[config.mk]
export PLATFORM = sky130hd
export DESIGN_NAME = cubic_p2p_trajectory_generator
export DESIGN_NICKNAME = d
export VERILOG_FILES = /design/src/cptg_pkg.sv /design/src/cubic_p2p_trajectory_generator.sv
export SDC_FILE = /design/constraint.sdc
export NUM_CORES = 2
export LEC_CHECK = 0
export BUFFER_PORTS_ARGS = -buffer_cell sky130_fd_sc_hd__buf_2
export CAP_MARGIN = 40
export CORE_UTILIZATION = 45
export DETAILED_ROUTE_END_ITERATION = 12
export PLACE_DENSITY_LB_ADDON = 0.15
export SLEW_MARGIN = 0
export SYNTH_ARGS = -nofsm -noshare
export SYNTH_HDL_FRONTEND = slang
export SYNTH_SLANG_ARGS = --single-unit
[constraint.sdc]
create_clock -name clk -period 20.2 [get_ports clk]
set_clock_uncertainty 0.1 [all_clocks]
set_input_delay 1.01 -clock clk [delete_from_list [all_inputs] [get_ports clk]]
set_output_delay 1.01 -clock clk [all_outputs]
set_load 0.01 [all_outputs]
[src/cptg_pkg.sv]
// Package for the cubic point-to-point trajectory generator.
// Holds the request/response word types, action codes and register indexes.
// No dependencies.
package cptg_pkg;

    localparam int FRAC_BITS = 16;
    localparam int AXES      = 3;
    localparam int CFG_IDX_W = 3;
    localparam int CFG_W     = 31;

    localparam logic [31:0] TICK_STEP = 32'd655;

    localparam logic ACT_START = 1'b0;
    localparam logic ACT_TICK  = 1'b1;

    localparam logic [CFG_IDX_W-1:0] CFG_VMAX_ONE   = 3'd0;
    localparam logic [CFG_IDX_W-1:0] CFG_VMAX_TWO   = 3'd1;
    localparam logic [CFG_IDX_W-1:0] CFG_VMAX_THREE = 3'd2;
    localparam logic [CFG_IDX_W-1:0] CFG_AMAX_ONE   = 3'd3;
    localparam logic [CFG_IDX_W-1:0] CFG_AMAX_TWO   = 3'd4;
    localparam logic [CFG_IDX_W-1:0] CFG_AMAX_THREE = 3'd5;

    localparam logic [CFG_W-1:0] CFG_RESET = 31'd65536;

    typedef struct packed {
        logic               action;
        logic signed [31:0] start_angle_one;
        logic signed [31:0] start_angle_two;
        logic signed [31:0] start_angle_three;
        logic signed [31:0] goal_angle_one;
        logic signed [31:0] goal_angle_two;
        logic signed [31:0] goal_angle_three;
    } req_t;

    typedef struct packed {
        logic signed [31:0] position_one;
        logic signed [31:0] position_two;
        logic signed [31:0] position_three;
        logic signed [31:0] speed_one;
        logic signed [31:0] speed_two;
        logic signed [31:0] speed_three;
        logic [30:0]        move_duration;
        logic               sample_valid;
        logic               last_sample;
    } rsp_t;

endpackage

[src/cubic_p2p_trajectory_generator.sv]
// Three-axis cubic point-to-point trajectory generator, Q16.16 fixed point.
// One sequencer around a shared divide/square-root step and a shift-add multiplier.
// Depends on cptg_pkg.
//
// Usage:
//   req channel (req_valid/req_stall/req_word) takes one word per command:
//   action START loads a move from start and goal angles, action TICK
//   advances time by one step and yields a sample while a move is active.
//   rsp channel (rsp_valid/rsp_stall/rsp_word) returns exactly one word per
//   request. cfg_wr_en/cfg_index/cfg_data write the six speed/accel limits;
//   write them only while the block is idle.
// Sequencing (one command at a time, req_stall high meanwhile):
//   START: per axis up to a speed divide, an accel divide and a root,
//          then five coefficient divides per axis on the same unit.
//   TICK while moving: two multiplies for t^2 and t^3, then four per
//          axis. TICK with no move active returns a zero sample at once.
//   Divide, root and multiply all step through the one shared unit.
// Reset: limits return to 1.0, move time to one LSB, no move in progress.
// A stalled response holds the word and keeps req_stall high until taken.
module cubic_p2p_trajectory_generator (
    input  logic                              clk,
    input  logic                              rst_n,
    input  logic                              req_valid,
    output logic                              req_stall,
    input  cptg_pkg::req_t                    req_word,
    output logic                              rsp_valid,
    input  logic                              rsp_stall,
    output cptg_pkg::rsp_t                    rsp_word,
    input  logic                              cfg_wr_en,
    input  logic [cptg_pkg::CFG_IDX_W-1:0]    cfg_index,
    input  logic [cptg_pkg::CFG_W-1:0]        cfg_data
);
    import cptg_pkg::*;

    // sequencer states
    localparam logic [3:0] ST_IDLE = 4'd0;
    localparam logic [3:0] ST_TV   = 4'd1;   // speed-limited time
    localparam logic [3:0] ST_TA   = 4'd2;   // accel quotient
    localparam logic [3:0] ST_SQ   = 4'd3;   // accel root
    localparam logic [3:0] ST_AXN  = 4'd4;   // next axis / floor of move time
    localparam logic [3:0] ST_G2   = 4'd5;   // square coefficient growth
    localparam logic [3:0] ST_G3   = 4'd6;   // cube coefficient growth
    localparam logic [3:0] ST_T2   = 4'd7;
    localparam logic [3:0] ST_T3   = 4'd8;
    localparam logic [3:0] ST_PA   = 4'd9;
    localparam logic [3:0] ST_PB   = 4'd10;
    localparam logic [3:0] ST_VA   = 4'd11;
    localparam logic [3:0] ST_VB   = 4'd12;
    localparam logic [3:0] ST_AXO  = 4'd13;

    // shared unit modes
    localparam logic [1:0] MODE_DIV  = 2'd0;
    localparam logic [1:0] MODE_SQRT = 2'd1;
    localparam logic [1:0] MODE_MUL  = 2'd2;

    localparam logic [6:0] DIV_STEPS  = 7'd64;
    localparam logic [6:0] SQRT_STEPS = 7'd31;
    localparam logic [6:0] MUL_STEPS  = 7'd64;

    localparam logic [1:0]  AX_LAST  = 2'(AXES - 1);
    localparam logic [30:0] TIME_MAX = 31'h7FFF_FFFF;
    localparam logic [62:0] COEF_LIM = 63'h1 << 47;
    localparam logic [46:0] COEF_MAX = {47{1'b1}};
    localparam logic [63:0] Q_LIM    = 64'h1 << (62 - FRAC_BITS);
    localparam logic [63:0] TERM_LIM = 64'h1 << 60;
    localparam logic signed [63:0] S32_MAX = 64'sd2147483647;
    localparam logic signed [63:0] S32_MIN = -64'sd2147483648;

    function automatic logic [33:0] mul3(input logic [31:0] v);
        return {2'b00, v} + {1'b0, v, 1'b0};
    endfunction

    function automatic logic signed [31:0] sat32(input logic signed [63:0] v);
        logic signed [63:0] r;
        r = v;
        if (v > S32_MAX)
        begin
            r = S32_MAX;
        end
        else if (v < S32_MIN)
        begin
            r = S32_MIN;
        end
        return r[31:0];
    endfunction

    // control state
    logic [3:0]        state_reg, state_next;
    logic              wait_reg, wait_next;
    logic [6:0]        cnt_reg, cnt_next;
    logic [1:0]        mode_reg, mode_next;
    logic [1:0]        ax_reg, ax_next;
    logic [1:0]        gcnt_reg, gcnt_next;
    logic              active_reg, active_next;
    logic              rsp_valid_reg, rsp_valid_next;
    logic [CFG_W-1:0]  vmax_reg [AXES];
    logic [CFG_W-1:0]  vmax_next [AXES];
    logic [CFG_W-1:0]  amax_reg [AXES];
    logic [CFG_W-1:0]  amax_next [AXES];
    logic [30:0]       total_reg, total_next;
    logic [31:0]       elapsed_reg, elapsed_next;

    // per-axis move data
    logic [31:0]        dmag_reg [AXES];
    logic [31:0]        dmag_next [AXES];
    logic               neg_reg [AXES];
    logic               neg_next [AXES];
    logic               up_reg [AXES];
    logic               up_next [AXES];
    logic signed [31:0] base_reg [AXES];
    logic signed [31:0] base_next [AXES];
    logic signed [31:0] tgt_reg [AXES];
    logic signed [31:0] tgt_next [AXES];
    logic [46:0]        a2_reg [AXES];
    logic [46:0]        a2_next [AXES];
    logic [46:0]        a3_reg [AXES];
    logic [46:0]        a3_next [AXES];
    logic signed [31:0] pos_reg [AXES];
    logic signed [31:0] pos_next [AXES];
    logic signed [31:0] vel_reg [AXES];
    logic signed [31:0] vel_next [AXES];

    // working registers
    logic [62:0]        m_reg, m_next;
    logic [47:0]        t2_reg, t2_next;
    logic [60:0]        t3_reg, t3_next;
    logic signed [63:0] pacc_reg, pacc_next;
    logic signed [63:0] vacc_reg, vacc_next;
    logic               smp_reg, smp_next;
    logic               last_reg, last_next;

    // shared unit
    logic [31:0] rem_reg, rem_next;
    logic [63:0] num_reg, num_next;
    logic [31:0] root_reg, root_next;
    logic [31:0] dvs_reg, dvs_next;
    logic [47:0] mcand_reg, mcand_next;
    logic [63:0] mplier_reg, mplier_next;
    logic [79:0] acc_reg, acc_next;
    logic        ovf_reg, ovf_next;

    logic        accept;
    logic        done;
    logic [34:0] cmp_a, cmp_b;
    logic [35:0] diff;
    logic        ge;
    logic [81:0] mul_sum;
    logic [63:0] mul_sh;
    logic [60:0] mres;
    logic [63:0] term;

    assign req_stall = (state_reg != ST_IDLE) || rsp_valid_reg;
    assign accept    = req_valid && !req_stall;
    assign done      = wait_reg && (cnt_reg == 7'd0);
    assign rsp_valid = rsp_valid_reg;

    // one compare/subtract shared by the divide and root steps
    always_comb
    begin
        if (mode_reg == MODE_SQRT)
        begin
            cmp_a = {1'b0, rem_reg, num_reg[63:62]};
            cmp_b = {1'b0, root_reg, 2'b01};
        end
        else
        begin
            cmp_a = {2'b00, rem_reg, num_reg[63]};
            cmp_b = {3'b000, dvs_reg};
        end
        diff = {1'b0, cmp_a} - {1'b0, cmp_b};
        ge   = !diff[35];
    end

    // shift-add multiply; the product shifted down by F saturates at 2^60
    always_comb
    begin
        mul_sum = {1'b0, acc_reg, 1'b0} + (mplier_reg[63] ? {34'd0, mcand_reg} : 82'd0);
        mul_sh  = acc_reg[79:FRAC_BITS];
        if (ovf_reg || (mul_sh > TERM_LIM))
        begin
            mres = TERM_LIM[60:0];
        end
        else
        begin
            mres = mul_sh[60:0];
        end
        term = {3'b000, mres};
    end

    always_comb
    begin
        logic [32:0]        dif;
        logic signed [31:0] s_ang;
        logic signed [31:0] g_ang;
        logic [32:0]        esum;
        logic [30:0]        tval;
        logic [33:0]        d3;
        logic               g_fire;
        logic [62:0]        g_val;
        logic               g_last;
        logic [46:0]        g_cap;
        logic signed [31:0] pos;
        logic               lst;
        logic [1:0]         ax_inc;

        state_next     = state_reg;
        wait_next      = wait_reg;
        cnt_next       = cnt_reg;
        mode_next      = mode_reg;
        ax_next        = ax_reg;
        gcnt_next      = gcnt_reg;
        active_next    = active_reg;
        rsp_valid_next = rsp_valid_reg;
        vmax_next      = vmax_reg;
        amax_next      = amax_reg;
        total_next     = total_reg;
        elapsed_next   = elapsed_reg;
        dmag_next      = dmag_reg;
        neg_next       = neg_reg;
        up_next        = up_reg;
        base_next      = base_reg;
        tgt_next       = tgt_reg;
        a2_next        = a2_reg;
        a3_next        = a3_reg;
        pos_next       = pos_reg;
        vel_next       = vel_reg;
        m_next         = m_reg;
        t2_next        = t2_reg;
        t3_next        = t3_reg;
        pacc_next      = pacc_reg;
        vacc_next      = vacc_reg;
        smp_next       = smp_reg;
        last_next      = last_reg;
        rem_next       = rem_reg;
        num_next       = num_reg;
        root_next      = root_reg;
        dvs_next       = dvs_reg;
        mcand_next     = mcand_reg;
        mplier_next    = mplier_reg;
        acc_next       = acc_reg;
        ovf_next       = ovf_reg;

        dif    = 33'd0;
        s_ang  = 32'sd0;
        g_ang  = 32'sd0;
        esum   = {1'b0, elapsed_reg} + {1'b0, TICK_STEP};
        tval   = 31'd0;
        d3     = mul3(dmag_reg[ax_reg]);
        g_fire = 1'b0;
        g_val  = 63'd0;
        g_last = (state_reg == ST_G2) ? (gcnt_reg == 2'd1) : (gcnt_reg == 2'd2);
        g_cap  = 47'd0;
        pos    = 32'sd0;
        lst    = 1'b0;
        ax_inc = ax_reg + 2'd1;

        if (rsp_valid_reg && !rsp_stall)
        begin
            rsp_valid_next = 1'b0;
        end

        if (cfg_wr_en)
        begin
            case (cfg_index)
                CFG_VMAX_ONE:   vmax_next[0] = cfg_data;
                CFG_VMAX_TWO:   vmax_next[1] = cfg_data;
                CFG_VMAX_THREE: vmax_next[2] = cfg_data;
                CFG_AMAX_ONE:   amax_next[0] = cfg_data;
                CFG_AMAX_TWO:   amax_next[1] = cfg_data;
                CFG_AMAX_THREE: amax_next[2] = cfg_data;
                default: ;
            endcase
        end

        // one step of the shared unit
        if (cnt_reg != 7'd0)
        begin
            cnt_next = cnt_reg - 7'd1;
            case (mode_reg)
                MODE_DIV:
                begin
                    rem_next = ge ? diff[31:0] : cmp_a[31:0];
                    num_next = {num_reg[62:0], ge};
                end
                MODE_SQRT:
                begin
                    rem_next  = ge ? diff[31:0] : cmp_a[31:0];
                    num_next  = {num_reg[61:0], 2'b00};
                    root_next = {root_reg[30:0], ge};
                end
                MODE_MUL:
                begin
                    acc_next    = mul_sum[79:0];
                    ovf_next    = ovf_reg || (mul_sum[81:80] != 2'b00);
                    mplier_next = {mplier_reg[62:0], 1'b0};
                end
                default: ;
            endcase
        end

        case (state_reg)
            ST_IDLE:
            begin
                if (accept)
                begin
                    if (req_word.action == ACT_START)
                    begin
                        for (int i = 0; i < AXES; i++)
                        begin
                            case (i)
                                0:
                                begin
                                    s_ang = req_word.start_angle_one;
                                    g_ang = req_word.goal_angle_one;
                                end
                                1:
                                begin
                                    s_ang = req_word.start_angle_two;
                                    g_ang = req_word.goal_angle_two;
                                end
                                default:
                                begin
                                    s_ang = req_word.start_angle_three;
                                    g_ang = req_word.goal_angle_three;
                                end
                            endcase
                            dif = {g_ang[31], g_ang} - {s_ang[31], s_ang};
                            neg_next[i]  = dif[32];
                            dmag_next[i] = dif[32] ? 32'(-dif) : dif[31:0];
                            up_next[i]   = g_ang > s_ang;
                            base_next[i] = s_ang;
                            tgt_next[i]  = g_ang;
                        end
                        active_next = 1'b0;
                        total_next  = 31'd0;
                        ax_next     = 2'd0;
                        wait_next   = 1'b0;
                        state_next  = ST_TV;
                    end
                    else if (active_reg)
                    begin
                        elapsed_next = esum[32] ? 32'hFFFF_FFFF : esum[31:0];
                        wait_next    = 1'b0;
                        state_next   = ST_T2;
                    end
                    else
                    begin
                        for (int i = 0; i < AXES; i++)
                        begin
                            pos_next[i] = 32'sd0;
                            vel_next[i] = 32'sd0;
                        end
                        smp_next       = 1'b0;
                        last_next      = 1'b0;
                        rsp_valid_next = 1'b1;
                    end
                end
            end

            ST_TV:
            begin
                if (!wait_reg)
                begin
                    if (vmax_reg[ax_reg] == '0)
                    begin
                        state_next = ST_TA;
                    end
                    else
                    begin
                        num_next  = {14'd0, d3, 16'd0};
                        dvs_next  = {vmax_reg[ax_reg], 1'b0};
                        rem_next  = 32'd0;
                        mode_next = MODE_DIV;
                        cnt_next  = DIV_STEPS;
                        wait_next = 1'b1;
                    end
                end
                else if (done)
                begin
                    tval = (num_reg > {33'd0, TIME_MAX}) ? TIME_MAX : num_reg[30:0];
                    if (tval > total_reg)
                    begin
                        total_next = tval;
                    end
                    wait_next  = 1'b0;
                    state_next = ST_TA;
                end
            end

            ST_TA:
            begin
                if (!wait_reg)
                begin
                    if (amax_reg[ax_reg] == '0)
                    begin
                        state_next = ST_AXN;
                    end
                    else
                    begin
                        num_next  = {13'd0, d3, 17'd0};
                        dvs_next  = {1'b0, amax_reg[ax_reg]};
                        rem_next  = 32'd0;
                        mode_next = MODE_DIV;
                        cnt_next  = DIV_STEPS;
                        wait_next = 1'b1;
                    end
                end
                else if (done)
                begin
                    if (num_reg >= Q_LIM)
                    begin
                        total_next = TIME_MAX;
                        wait_next  = 1'b0;
                        state_next = ST_AXN;
                    end
                    else
                    begin
                        // root of q * 2^F, two operand bits per step
                        num_next   = {num_reg[45:0], 18'd0};
                        rem_next   = 32'd0;
                        root_next  = 32'd0;
                        mode_next  = MODE_SQRT;
                        cnt_next   = SQRT_STEPS;
                        state_next = ST_SQ;
                    end
                end
            end

            ST_SQ:
            begin
                if (done)
                begin
                    if (root_reg[30:0] > total_reg)
                    begin
                        total_next = root_reg[30:0];
                    end
                    wait_next  = 1'b0;
                    state_next = ST_AXN;
                end
            end

            ST_AXN:
            begin
                if (ax_reg == AX_LAST)
                begin
                    if (total_reg == 31'd0)
                    begin
                        total_next = 31'd1;
                    end
                    ax_next    = 2'd0;
                    m_next     = {29'd0, mul3(dmag_reg[0])};
                    gcnt_next  = 2'd0;
                    state_next = ST_G2;
                end
                else
                begin
                    ax_next    = ax_inc;
                    state_next = ST_TV;
                end
            end

            ST_G2, ST_G3:
            begin
                if (!wait_reg)
                begin
                    if (m_reg >= COEF_LIM)
                    begin
                        g_fire = 1'b1;
                        g_val  = COEF_LIM;
                    end
                    else
                    begin
                        num_next  = {1'b0, m_reg[46:0], 16'd0};
                        dvs_next  = {1'b0, total_reg};
                        rem_next  = 32'd0;
                        mode_next = MODE_DIV;
                        cnt_next  = DIV_STEPS;
                        wait_next = 1'b1;
                    end
                end
                else if (done)
                begin
                    g_fire    = 1'b1;
                    g_val     = num_reg[62:0];
                    wait_next = 1'b0;
                end

                if (g_fire)
                begin
                    if (g_last)
                    begin
                        g_cap     = (g_val > {16'd0, COEF_MAX}) ? COEF_MAX : g_val[46:0];
                        gcnt_next = 2'd0;
                        if (state_reg == ST_G2)
                        begin
                            a2_next[ax_reg] = g_cap;
                            m_next          = {30'd0, dmag_reg[ax_reg], 1'b0};
                            state_next      = ST_G3;
                        end
                        else
                        begin
                            a3_next[ax_reg] = g_cap;
                            if (ax_reg == AX_LAST)
                            begin
                                active_next  = 1'b1;
                                elapsed_next = 32'd0;
                                for (int i = 0; i < AXES; i++)
                                begin
                                    pos_next[i] = 32'sd0;
                                    vel_next[i] = 32'sd0;
                                end
                                smp_next       = 1'b0;
                                last_next      = 1'b0;
                                rsp_valid_next = 1'b1;
                                state_next     = ST_IDLE;
                            end
                            else
                            begin
                                ax_next    = ax_inc;
                                m_next     = {29'd0, mul3(dmag_reg[ax_inc])};
                                state_next = ST_G2;
                            end
                        end
                    end
                    else
                    begin
                        m_next    = g_val;
                        gcnt_next = gcnt_reg + 2'd1;
                    end
                end
            end

            ST_T2, ST_T3, ST_PA, ST_PB, ST_VA, ST_VB:
            begin
                if (!wait_reg)
                begin
                    case (state_reg)
                        ST_T2:
                        begin
                            mcand_next  = {16'd0, elapsed_reg};
                            mplier_next = {32'd0, elapsed_reg};
                        end
                        ST_T3:
                        begin
                            mcand_next  = t2_reg;
                            mplier_next = {32'd0, elapsed_reg};
                        end
                        ST_PA:
                        begin
                            mcand_next  = {1'b0, a2_reg[ax_reg]};
                            mplier_next = {16'd0, t2_reg};
                        end
                        ST_PB:
                        begin
                            mcand_next  = {1'b0, a3_reg[ax_reg]};
                            mplier_next = {3'd0, t3_reg};
                        end
                        ST_VA:
                        begin
                            mcand_next  = {1'b0, a2_reg[ax_reg]};
                            mplier_next = {32'd0, elapsed_reg};
                        end
                        default:
                        begin
                            mcand_next  = {1'b0, a3_reg[ax_reg]};
                            mplier_next = {16'd0, t2_reg};
                        end
                    endcase
                    acc_next  = 80'd0;
                    ovf_next  = 1'b0;
                    mode_next = MODE_MUL;
                    cnt_next  = MUL_STEPS;
                    wait_next = 1'b1;
                end
                else if (done)
                begin
                    wait_next = 1'b0;
                    case (state_reg)
                        ST_T2:
                        begin
                            t2_next    = mres[47:0];
                            state_next = ST_T3;
                        end
                        ST_T3:
                        begin
                            t3_next    = mres;
                            ax_next    = 2'd0;
                            pacc_next  = 64'(base_reg[0]);
                            vacc_next  = 64'sd0;
                            state_next = ST_PA;
                        end
                        ST_PA:
                        begin
                            // square term carries the sign of the move
                            pacc_next  = neg_reg[ax_reg] ? pacc_reg - $signed(term)
                                                         : pacc_reg + $signed(term);
                            state_next = ST_PB;
                        end
                        ST_PB:
                        begin
                            // cube term opposes it
                            pacc_next  = neg_reg[ax_reg] ? pacc_reg + $signed(term)
                                                         : pacc_reg - $signed(term);
                            state_next = ST_VA;
                        end
                        ST_VA:
                        begin
                            vacc_next  = neg_reg[ax_reg]
                                         ? vacc_reg - $signed({term[62:0], 1'b0})
                                         : vacc_reg + $signed({term[62:0], 1'b0});
                            state_next = ST_VB;
                        end
                        default:
                        begin
                            vacc_next  = neg_reg[ax_reg]
                                         ? vacc_reg + $signed(term + {term[62:0], 1'b0})
                                         : vacc_reg - $signed(term + {term[62:0], 1'b0});
                            state_next = ST_AXO;
                        end
                    endcase
                end
            end

            ST_AXO:
            begin
                pos = sat32(pacc_reg);
                if (up_reg[ax_reg] && (pos > tgt_reg[ax_reg]))
                begin
                    pos = tgt_reg[ax_reg];
                end
                pos_next[ax_reg] = pos;
                vel_next[ax_reg] = sat32(vacc_reg);
                if (ax_reg == AX_LAST)
                begin
                    lst            = elapsed_reg > {1'b0, total_reg};
                    last_next      = lst;
                    smp_next       = 1'b1;
                    active_next    = !lst;
                    rsp_valid_next = 1'b1;
                    state_next     = ST_IDLE;
                end
                else
                begin
                    ax_next    = ax_inc;
                    pacc_next  = 64'(base_reg[ax_inc]);
                    vacc_next  = 64'sd0;
                    state_next = ST_PA;
                end
            end

            default:
            begin
                state_next = ST_IDLE;
                wait_next  = 1'b0;
            end
        endcase
    end

    // control registers
    always_ff @(posedge clk or negedge rst_n)
    begin
        if (!rst_n)
        begin
            state_reg     <= ST_IDLE;
            wait_reg      <= 1'b0;
            cnt_reg       <= 7'd0;
            mode_reg      <= MODE_DIV;
            ax_reg        <= 2'd0;
            gcnt_reg      <= 2'd0;
            active_reg    <= 1'b0;
            rsp_valid_reg <= 1'b0;
            total_reg     <= 31'd1;
            elapsed_reg   <= 32'd0;
            for (int i = 0; i < AXES; i++)
            begin
                vmax_reg[i] <= CFG_RESET;
                amax_reg[i] <= CFG_RESET;
            end
        end
        else
        begin
            state_reg     <= state_next;
            wait_reg      <= wait_next;
            cnt_reg       <= cnt_next;
            mode_reg      <= mode_next;
            ax_reg        <= ax_next;
            gcnt_reg      <= gcnt_next;
            active_reg    <= active_next;
            rsp_valid_reg <= rsp_valid_next;
            total_reg     <= total_next;
            elapsed_reg   <= elapsed_next;
            vmax_reg      <= vmax_next;
            amax_reg      <= amax_next;
        end
    end

    // datapath registers
    always_ff @(posedge clk)
    begin
        dmag_reg   <= dmag_next;
        neg_reg    <= neg_next;
        up_reg     <= up_next;
        base_reg   <= base_next;
        tgt_reg    <= tgt_next;
        a2_reg     <= a2_next;
        a3_reg     <= a3_next;
        pos_reg    <= pos_next;
        vel_reg    <= vel_next;
        m_reg      <= m_next;
        t2_reg     <= t2_next;
        t3_reg     <= t3_next;
        pacc_reg   <= pacc_next;
        vacc_reg   <= vacc_next;
        smp_reg    <= smp_next;
        last_reg   <= last_next;
        rem_reg    <= rem_next;
        num_reg    <= num_next;
        root_reg   <= root_next;
        dvs_reg    <= dvs_next;
        mcand_reg  <= mcand_next;
        mplier_reg <= mplier_next;
        acc_reg    <= acc_next;
        ovf_reg    <= ovf_next;
    end

    always_comb
    begin
        rsp_word.position_one   = pos_reg[0];
        rsp_word.position_two   = pos_reg[1];
        rsp_word.position_three = pos_reg[2];
        rsp_word.speed_one      = vel_reg[0];
        rsp_word.speed_two      = vel_reg[1];
        rsp_word.speed_three    = vel_reg[2];
        rsp_word.move_duration  = total_reg;
        rsp_word.sample_valid   = smp_reg;
        rsp_word.last_sample    = last_reg;
    end

endmodule
# Word level (Yosys, flattened, before mapping)
# Cells that the tools add are included.
[totals]
elab_cells = 514
ff_bits = 1692
[classes]
reduce_logical = 63
n_mux = 282
n_eq_ne = 64
magnitude_cmp = 19
n_bitwise = 6
addsub = 22
[op_table]
columns = ["operator", "count"]
rows = [
  ["2-to-1 mux 32 bit", 69],
  ["2-to-1 mux 64 bit", 23],
  ["2-to-1 mux 96 bit", 7],
  ["one-hot mux 64 bit (3 select lines)", 3],
  ["one-hot mux 96 bit (3 select lines)", 2],
  ["2-to-1 mux 31 bit", 17],
  ["2-to-1 mux 63 bit", 8],
  ["one-hot mux 64 bit (2 select lines)", 3],
  ["2-to-1 mux 80 bit", 4],
  ["bitwise mux 141 bit", 2],
  ["2-to-1 mux 47 bit", 6],
  ["binary-select mux 32 bit (select 2 bit)", 4],
  ["bitwise mux 96 bit", 2],
  ["one-hot mux 32 bit (3 select lines)", 2],
  ["binary-select mux 47 bit (select 2 bit)", 2],
  ["one-hot mux 31 bit (5 select lines)", 1],
  ["one-hot mux 48 bit (3 select lines)", 1],
  ["> comparator 32 bit", 4],
  ["> comparator 64 x 32 -> 1 bit (second input constant)", 2],
  ["less-than comparator 64 x 32 -> 1 bit (second input constant)", 2],
  ["one-hot mux 63 bit (2 select lines)", 1],
  ["binary-select mux 31 bit (select 2 bit)", 2],
  ["one-hot mux 61 bit (2 select lines)", 1],
  ["adder 32 x 33 -> 34 bit", 3],
  ["other kinds (82)", 285],
]

# Depth between registers and ports, before layout
[logic_depth]
word_depth = 11
ltp_mapped = 40
mapped_depth_nobuf = 35

# Least setup slack after synthesis
# No wires, ideal clock.
[synth_path]
path_type = "input to register"
startpoint = "input port req_word[192] (netlist name)"
endpoint = "register base_reg[0] (netlist name) (enable)"
arrival_time_ns = 21.177
setup_time_ns = 1.314
stages = 1
n_path_buf = 0
path_slack_ns = -2.391
path_cell_list = "nor3_1"
[synth_between]
elab_chain_len = 2
[synth_rtl]
columns = ["element", "line", "source"]
rows = [
  ["from (decl)", "cubic_p2p_trajectory_generator.sv:25", "input cptg_pkg::req_t req_word,"],
  ["NOT 1 bit (no line)", "--", ""],
  ["AND reduction 3 bit (no line)", "--", ""],
  ["to (signal assigned)", "cubic_p2p_trajectory_generator.sv:703", "base_reg <= base_next;"],
  ["to (decl)", "cubic_p2p_trajectory_generator.sv:110", "logic signed [31:0] base_reg [AXES];"],
]
# Every way passes these cells.
# A chain may end at the register's enable or synchronous reset.

# Worst setup path after layout
[layout_path]
startpoint = "register acc_reg[18]"
endpoint = "register vacc_reg[60], data pin"
[layout_between]
elab_chain_len = 10
elab_cells_between_ends = 14
classes_between = "add/sub: 5; order compare: 1; mux: 7; reduce/logical: 1"
[layout_rtl]
columns = ["element", "line", "source"]
rows = [
  ["from (decl)", "cubic_p2p_trajectory_generator.sv:139", "logic [79:0] acc_reg, acc_next;"],
  ["from (signal assigned)", "cubic_p2p_trajectory_generator.sv:722", "acc_reg <= acc_next;"],
  ["> comparator 64 x 61 -> 1 bit (*)", "cubic_p2p_trajectory_generator.sv:179", "if (ovf_reg || (mul_sh > TERM_LIM))"],
  ["logical OR 1 bit (*)", "cubic_p2p_trajectory_generator.sv:179", ""],
  ["2-to-1 mux 61 bit (*)", "cubic_p2p_trajectory_generator.sv:179", ""],
  ["via mres[1]", "cubic_p2p_trajectory_generator.sv:149", "logic [60:0] mres;"],
  ["adder 61 x 62 -> 63 bit", "cubic_p2p_trajectory_generator.sv:616, cubic_p2p_trajectory_generator.sv:617", ""],
  ["subtractor 64 bit / adder 64 bit (equally long branches)", "cubic_p2p_trajectory_generator.sv:617, cubic_p2p_trajectory_generator.sv:616", ""],
  ["2-to-1 mux 64 bit", "cubic_p2p_trajectory_generator.sv:616", "? vacc_reg + $signed(term + {term[62:0], 1'b0})"],
  ["one-hot mux 64 bit (3 select lines) (*)", "cubic_p2p_trajectory_generator.sv:578", "case (state_reg)"],
  ["2-to-1 mux 64 bit (*)", "cubic_p2p_trajectory_generator.sv:575", "else if (done)"],
  ["2-to-1 mux 64 bit (*)", "cubic_p2p_trajectory_generator.sv:535", "if (!wait_reg)"],
  ["one-hot mux 64 bit (2 select lines) (*)", "cubic_p2p_trajectory_generator.sv:301", "case (state_reg)"],
  ["to (signal assigned)", "cubic_p2p_trajectory_generator.sv:713", "vacc_reg <= vacc_next;"],
  ["to (decl)", "cubic_p2p_trajectory_generator.sv:128", "logic signed [63:0] vacc_reg, vacc_next;"],
]
# Mark *: on every way through the listed nets, which the timed path passes. The rest lies on a longest branch. The select of a mux whose other input is x is not followed.

==> impl_metrics.ini <==
[run_status]
outcome = finished clean

[synth]
synth.avg_cell_area_um2 = 9.36
ys_seq_area_frac = 0.406
syn_inst = 12300
synth_nets = 13300
synth_edf_count = 1150
yosysWarnings = 0
ys_ff_latch = 1692
async_flop_share = 0.159
ys_types = 102
ys.flop_type = edfxtp_1
syn_area_mm2 = 0.115

[worst_setup_path]
cp_common_cell = o21ai_0
cp.arrival_ps = 11280
end_kind = register
path_max_fanout = 34
required_ps = 20680
rr_worst_depth = 34
startpoint_type = register
crit_type = register to register
critPathMaxStageDelay_ps = 670
cp_slowest_cell = nor4_1

[final_layout]
fin_util = 0.506
synthToLayoutAreaGrowth_pct = 11.7
layout-drive-gt1-share = 0.121
final_area_mm2 = 0.129
fin_nets = 13500
fillCellCount = 23600
largest_register_ffs = 192

[place]
gp_congestion = 1.03
dp_hpwl_um = 378000
place_area_mm2 = 0.122
port_buffers = 458

[clocking]
cts_setup_buffers = 0
htreeDepth = 4
hold_buffers = 0
clk_latency_ps = 890
cts_root_buf = clkbuf_16
cts.sinks = 1692
path_clk_slew_ps = 60
post_cts_resized = 0
clockBufferDepth = 3
cts_inserted_buffers = 196
cts_tree = yes

[timing]
tightest_slew_ps = 1140
setup-violations-final = 0
period_needed_ps = 10800
hold_viol = 0
rsz0062_at_grt = no
slew_headroom = 0.240
max_freq_mhz = 92.6
period_share = 0.535
drv_slew = 0
holdWs_ps = 111
fin_tns_setup_ps = 0

[global_route]
grt_usage = 0.369
use_met2 = 0.555
grt_use_met3 = 0.111
antenna_found_initial = 43
grt_pass1_vias = 96800
grt-busiest-layer = met2
grt_pass1_wl_um = 695000
grt_use_met1 = 0.485
grt_max_degree = 166
grt-ovfl-total = 0

[power_and_ir_drop]
p_int_uw = 6190
power_switching_uw = 2060
switching_share = 0.250
irDropWorstVdd_v = 0.0000915
leakagePower_uw = 0.0521
seqPwrFrac = 0.463
power_density_mw_per_mm2 = 64.1
clkPwrFrac = 0.458
pwr-share-comb = 0.079

[die]
io_pins = 459
initial_core_util = 0.453
die_x_um = 508
core_mm2 = 0.254
row_count = 185
dieArea_mm2 = 0.258
die_h_um = 508

[detailed_routing]
drc = 0
ant_nets = 0
routedWlPerCell_um = 30.5
vias = 103000
drt_iter0_drc = 12200
routed_wl_um = 491000
first_pass_iters = 8
vias_per_cell = 6.42

[flow_run]
drv_cap = 0

[worst_hold_path]
hold_class = input pin to async pin
==> power by group through the flow <==
stage	sequential [uW]	combinational, uW	clock [uW]
2_1_floorplan	3880	370	0
3_3_place_gp	3880	617	0
3_5_place_dp	3890	630	0
4_1_cts	3820	634	3810
5_1_grt	3830	688	3940
6_report	3820	651	3780
==> area by class of cell <==
class	instances	area, um2	area share
antenna	36	90.1	0.000700
clock buffer	260	5400	0.0420
clock inverter	110	1390	0.0108
inverter	486	1830	0.0142
multi-input combinational	9447	64500	0.502
sequential	1692	46700	0.363
tap	3366	4210	0.0327
timing repair buffer	679	4470	0.0347
==> stage by stage <==
stage | cells | setup WS, ps | power (uW)
2_1_floorplan | 12300 | 2410 | 4250
3_3_place_gp | 15600 | 9440 | 4500
3_5_place_dp | 15700 | 9480 | 4520
4_1_cts | 16000 | 9420 | 8260
5_1_grt | 16100 | 8310 | 8450
6_report | 16100 | 9400 | 8250
==> final timing paths <==
| check | endpoint | startpoint | slack [ps] |
|---|---|---|---|
| worst max-delay path | vacc_reg[60] | acc_reg[18] | 9400 |
| worst min-delay path | vmax_reg[91] | rst_n | 110 |
| worst max register to register | vacc_reg[60] | acc_reg[18] | 9400 |
| worst min register to register | num_reg[30] | m_reg[14] | 330 |
| max in group asynchronous | ax_reg[0] | rst_n | 17590 |
| min in group clk | base_reg[41] | req_word[137] | 210 |
==> per-layer routing <==
metal  part of all wire  vias up
li1                   -    46200
met1               0.41    51100
met2               0.43     5055
met3               0.10      876
met4              0.053       24
met5            0.00043        -
==> cell usage in the layout, fill, tap and decap left out, types with 97 or more instances in the layout <==
master / count
nand2_1: 1166
o21ai_0: 877
a31oi_1: 164
inv_1: 479
mux2_2: 349
nor4_1: 109
dfxtp_1: 273
dfrtp_1: 259
clkbuf_16: 201
nor2_1: 914
and3_1: 105
a21o_1: 285
a21oi_1: 1146
and2_1: 131
a211oi_1: 237
edfxtp_1: 1150
a22oi_1: 97
buf_4: 171
xor2_1: 230
buf_2: 467
mux2i_1: 350
nand3b_1: 106
nand4_1: 157
a221oi_1: 110
ha_1: 785
nor3_1: 170
xnor2_1: 451
nand3_1: 184
o21bai_1: 112
==> critical path: cells and delay by family, from the launching register on <==
kind	cells	cell delay [ps]
buffers and inverters	2	750
XOR/XNOR	3	690
flip-flops	1	340
AO/OA/AOI/OAI	14	3900
AND/OR/NAND/NOR	13	4030
adder cells (fa/ha/maj)	2	690
==> synth_stat cells (112+ instances only) <==
| master | count | area [um2] |
|---|---|---|
| a21o_1 | 286 | 2150 |
| mux2_2 | 349 | 3930 |
| nor2_1 | 931 | 3490 |
| dfxtp_1 | 273 | 5470 |
| o21bai_1 | 112 | 841 |
| nor3_1 | 180 | 901 |
| and3_1 | 112 | 701 |
| edfxtp_1 | 1150 | 34500 |
| clkbuf_1 | 597 | 2240 |
| o21ai_0 | 884 | 4420 |
| inv_1 | 481 | 1810 |
| and2_1 | 132 | 826 |
| nand2_1 | 1168 | 4380 |
| a211oi_1 | 238 | 1790 |
| xor2_1 | 230 | 2010 |
| mux2i_1 | 352 | 3520 |
| a21oi_1 | 1154 | 5780 |
| ha_1 | 789 | 9870 |
| xnor2_1 | 451 | 3950 |
| nand3_1 | 185 | 926 |
| a31oi_1 | 164 | 1030 |
| dfrtp_1 | 262 | 6560 |
| nand4_1 | 157 | 982 |
==> cell families (layout without fill, tap and decap cells) <==
| kind of cell | count (synthesis) | count (layout) | share of synthesized area |
|---|---|---|---|
| AO/OA/AOI/OAI | 3776 | 3776 | 0.207 |
| AND/OR/NAND/NOR | 3485 | 3485 | 0.144 |
| flip-flops | 1692 | 1692 | 0.406 |
| buffers and inverters | 1165 | 1535 | 0.0382 |
| adder cells (fa/ha/maj) | 802 | 802 | 0.0880 |
| multiplexers | 703 | 703 | 0.0651 |
| XOR/XNOR | 681 | 681 | 0.0518 |
| other | 0 | 36 | 0 |
Power figures use the tool's default switching activity.
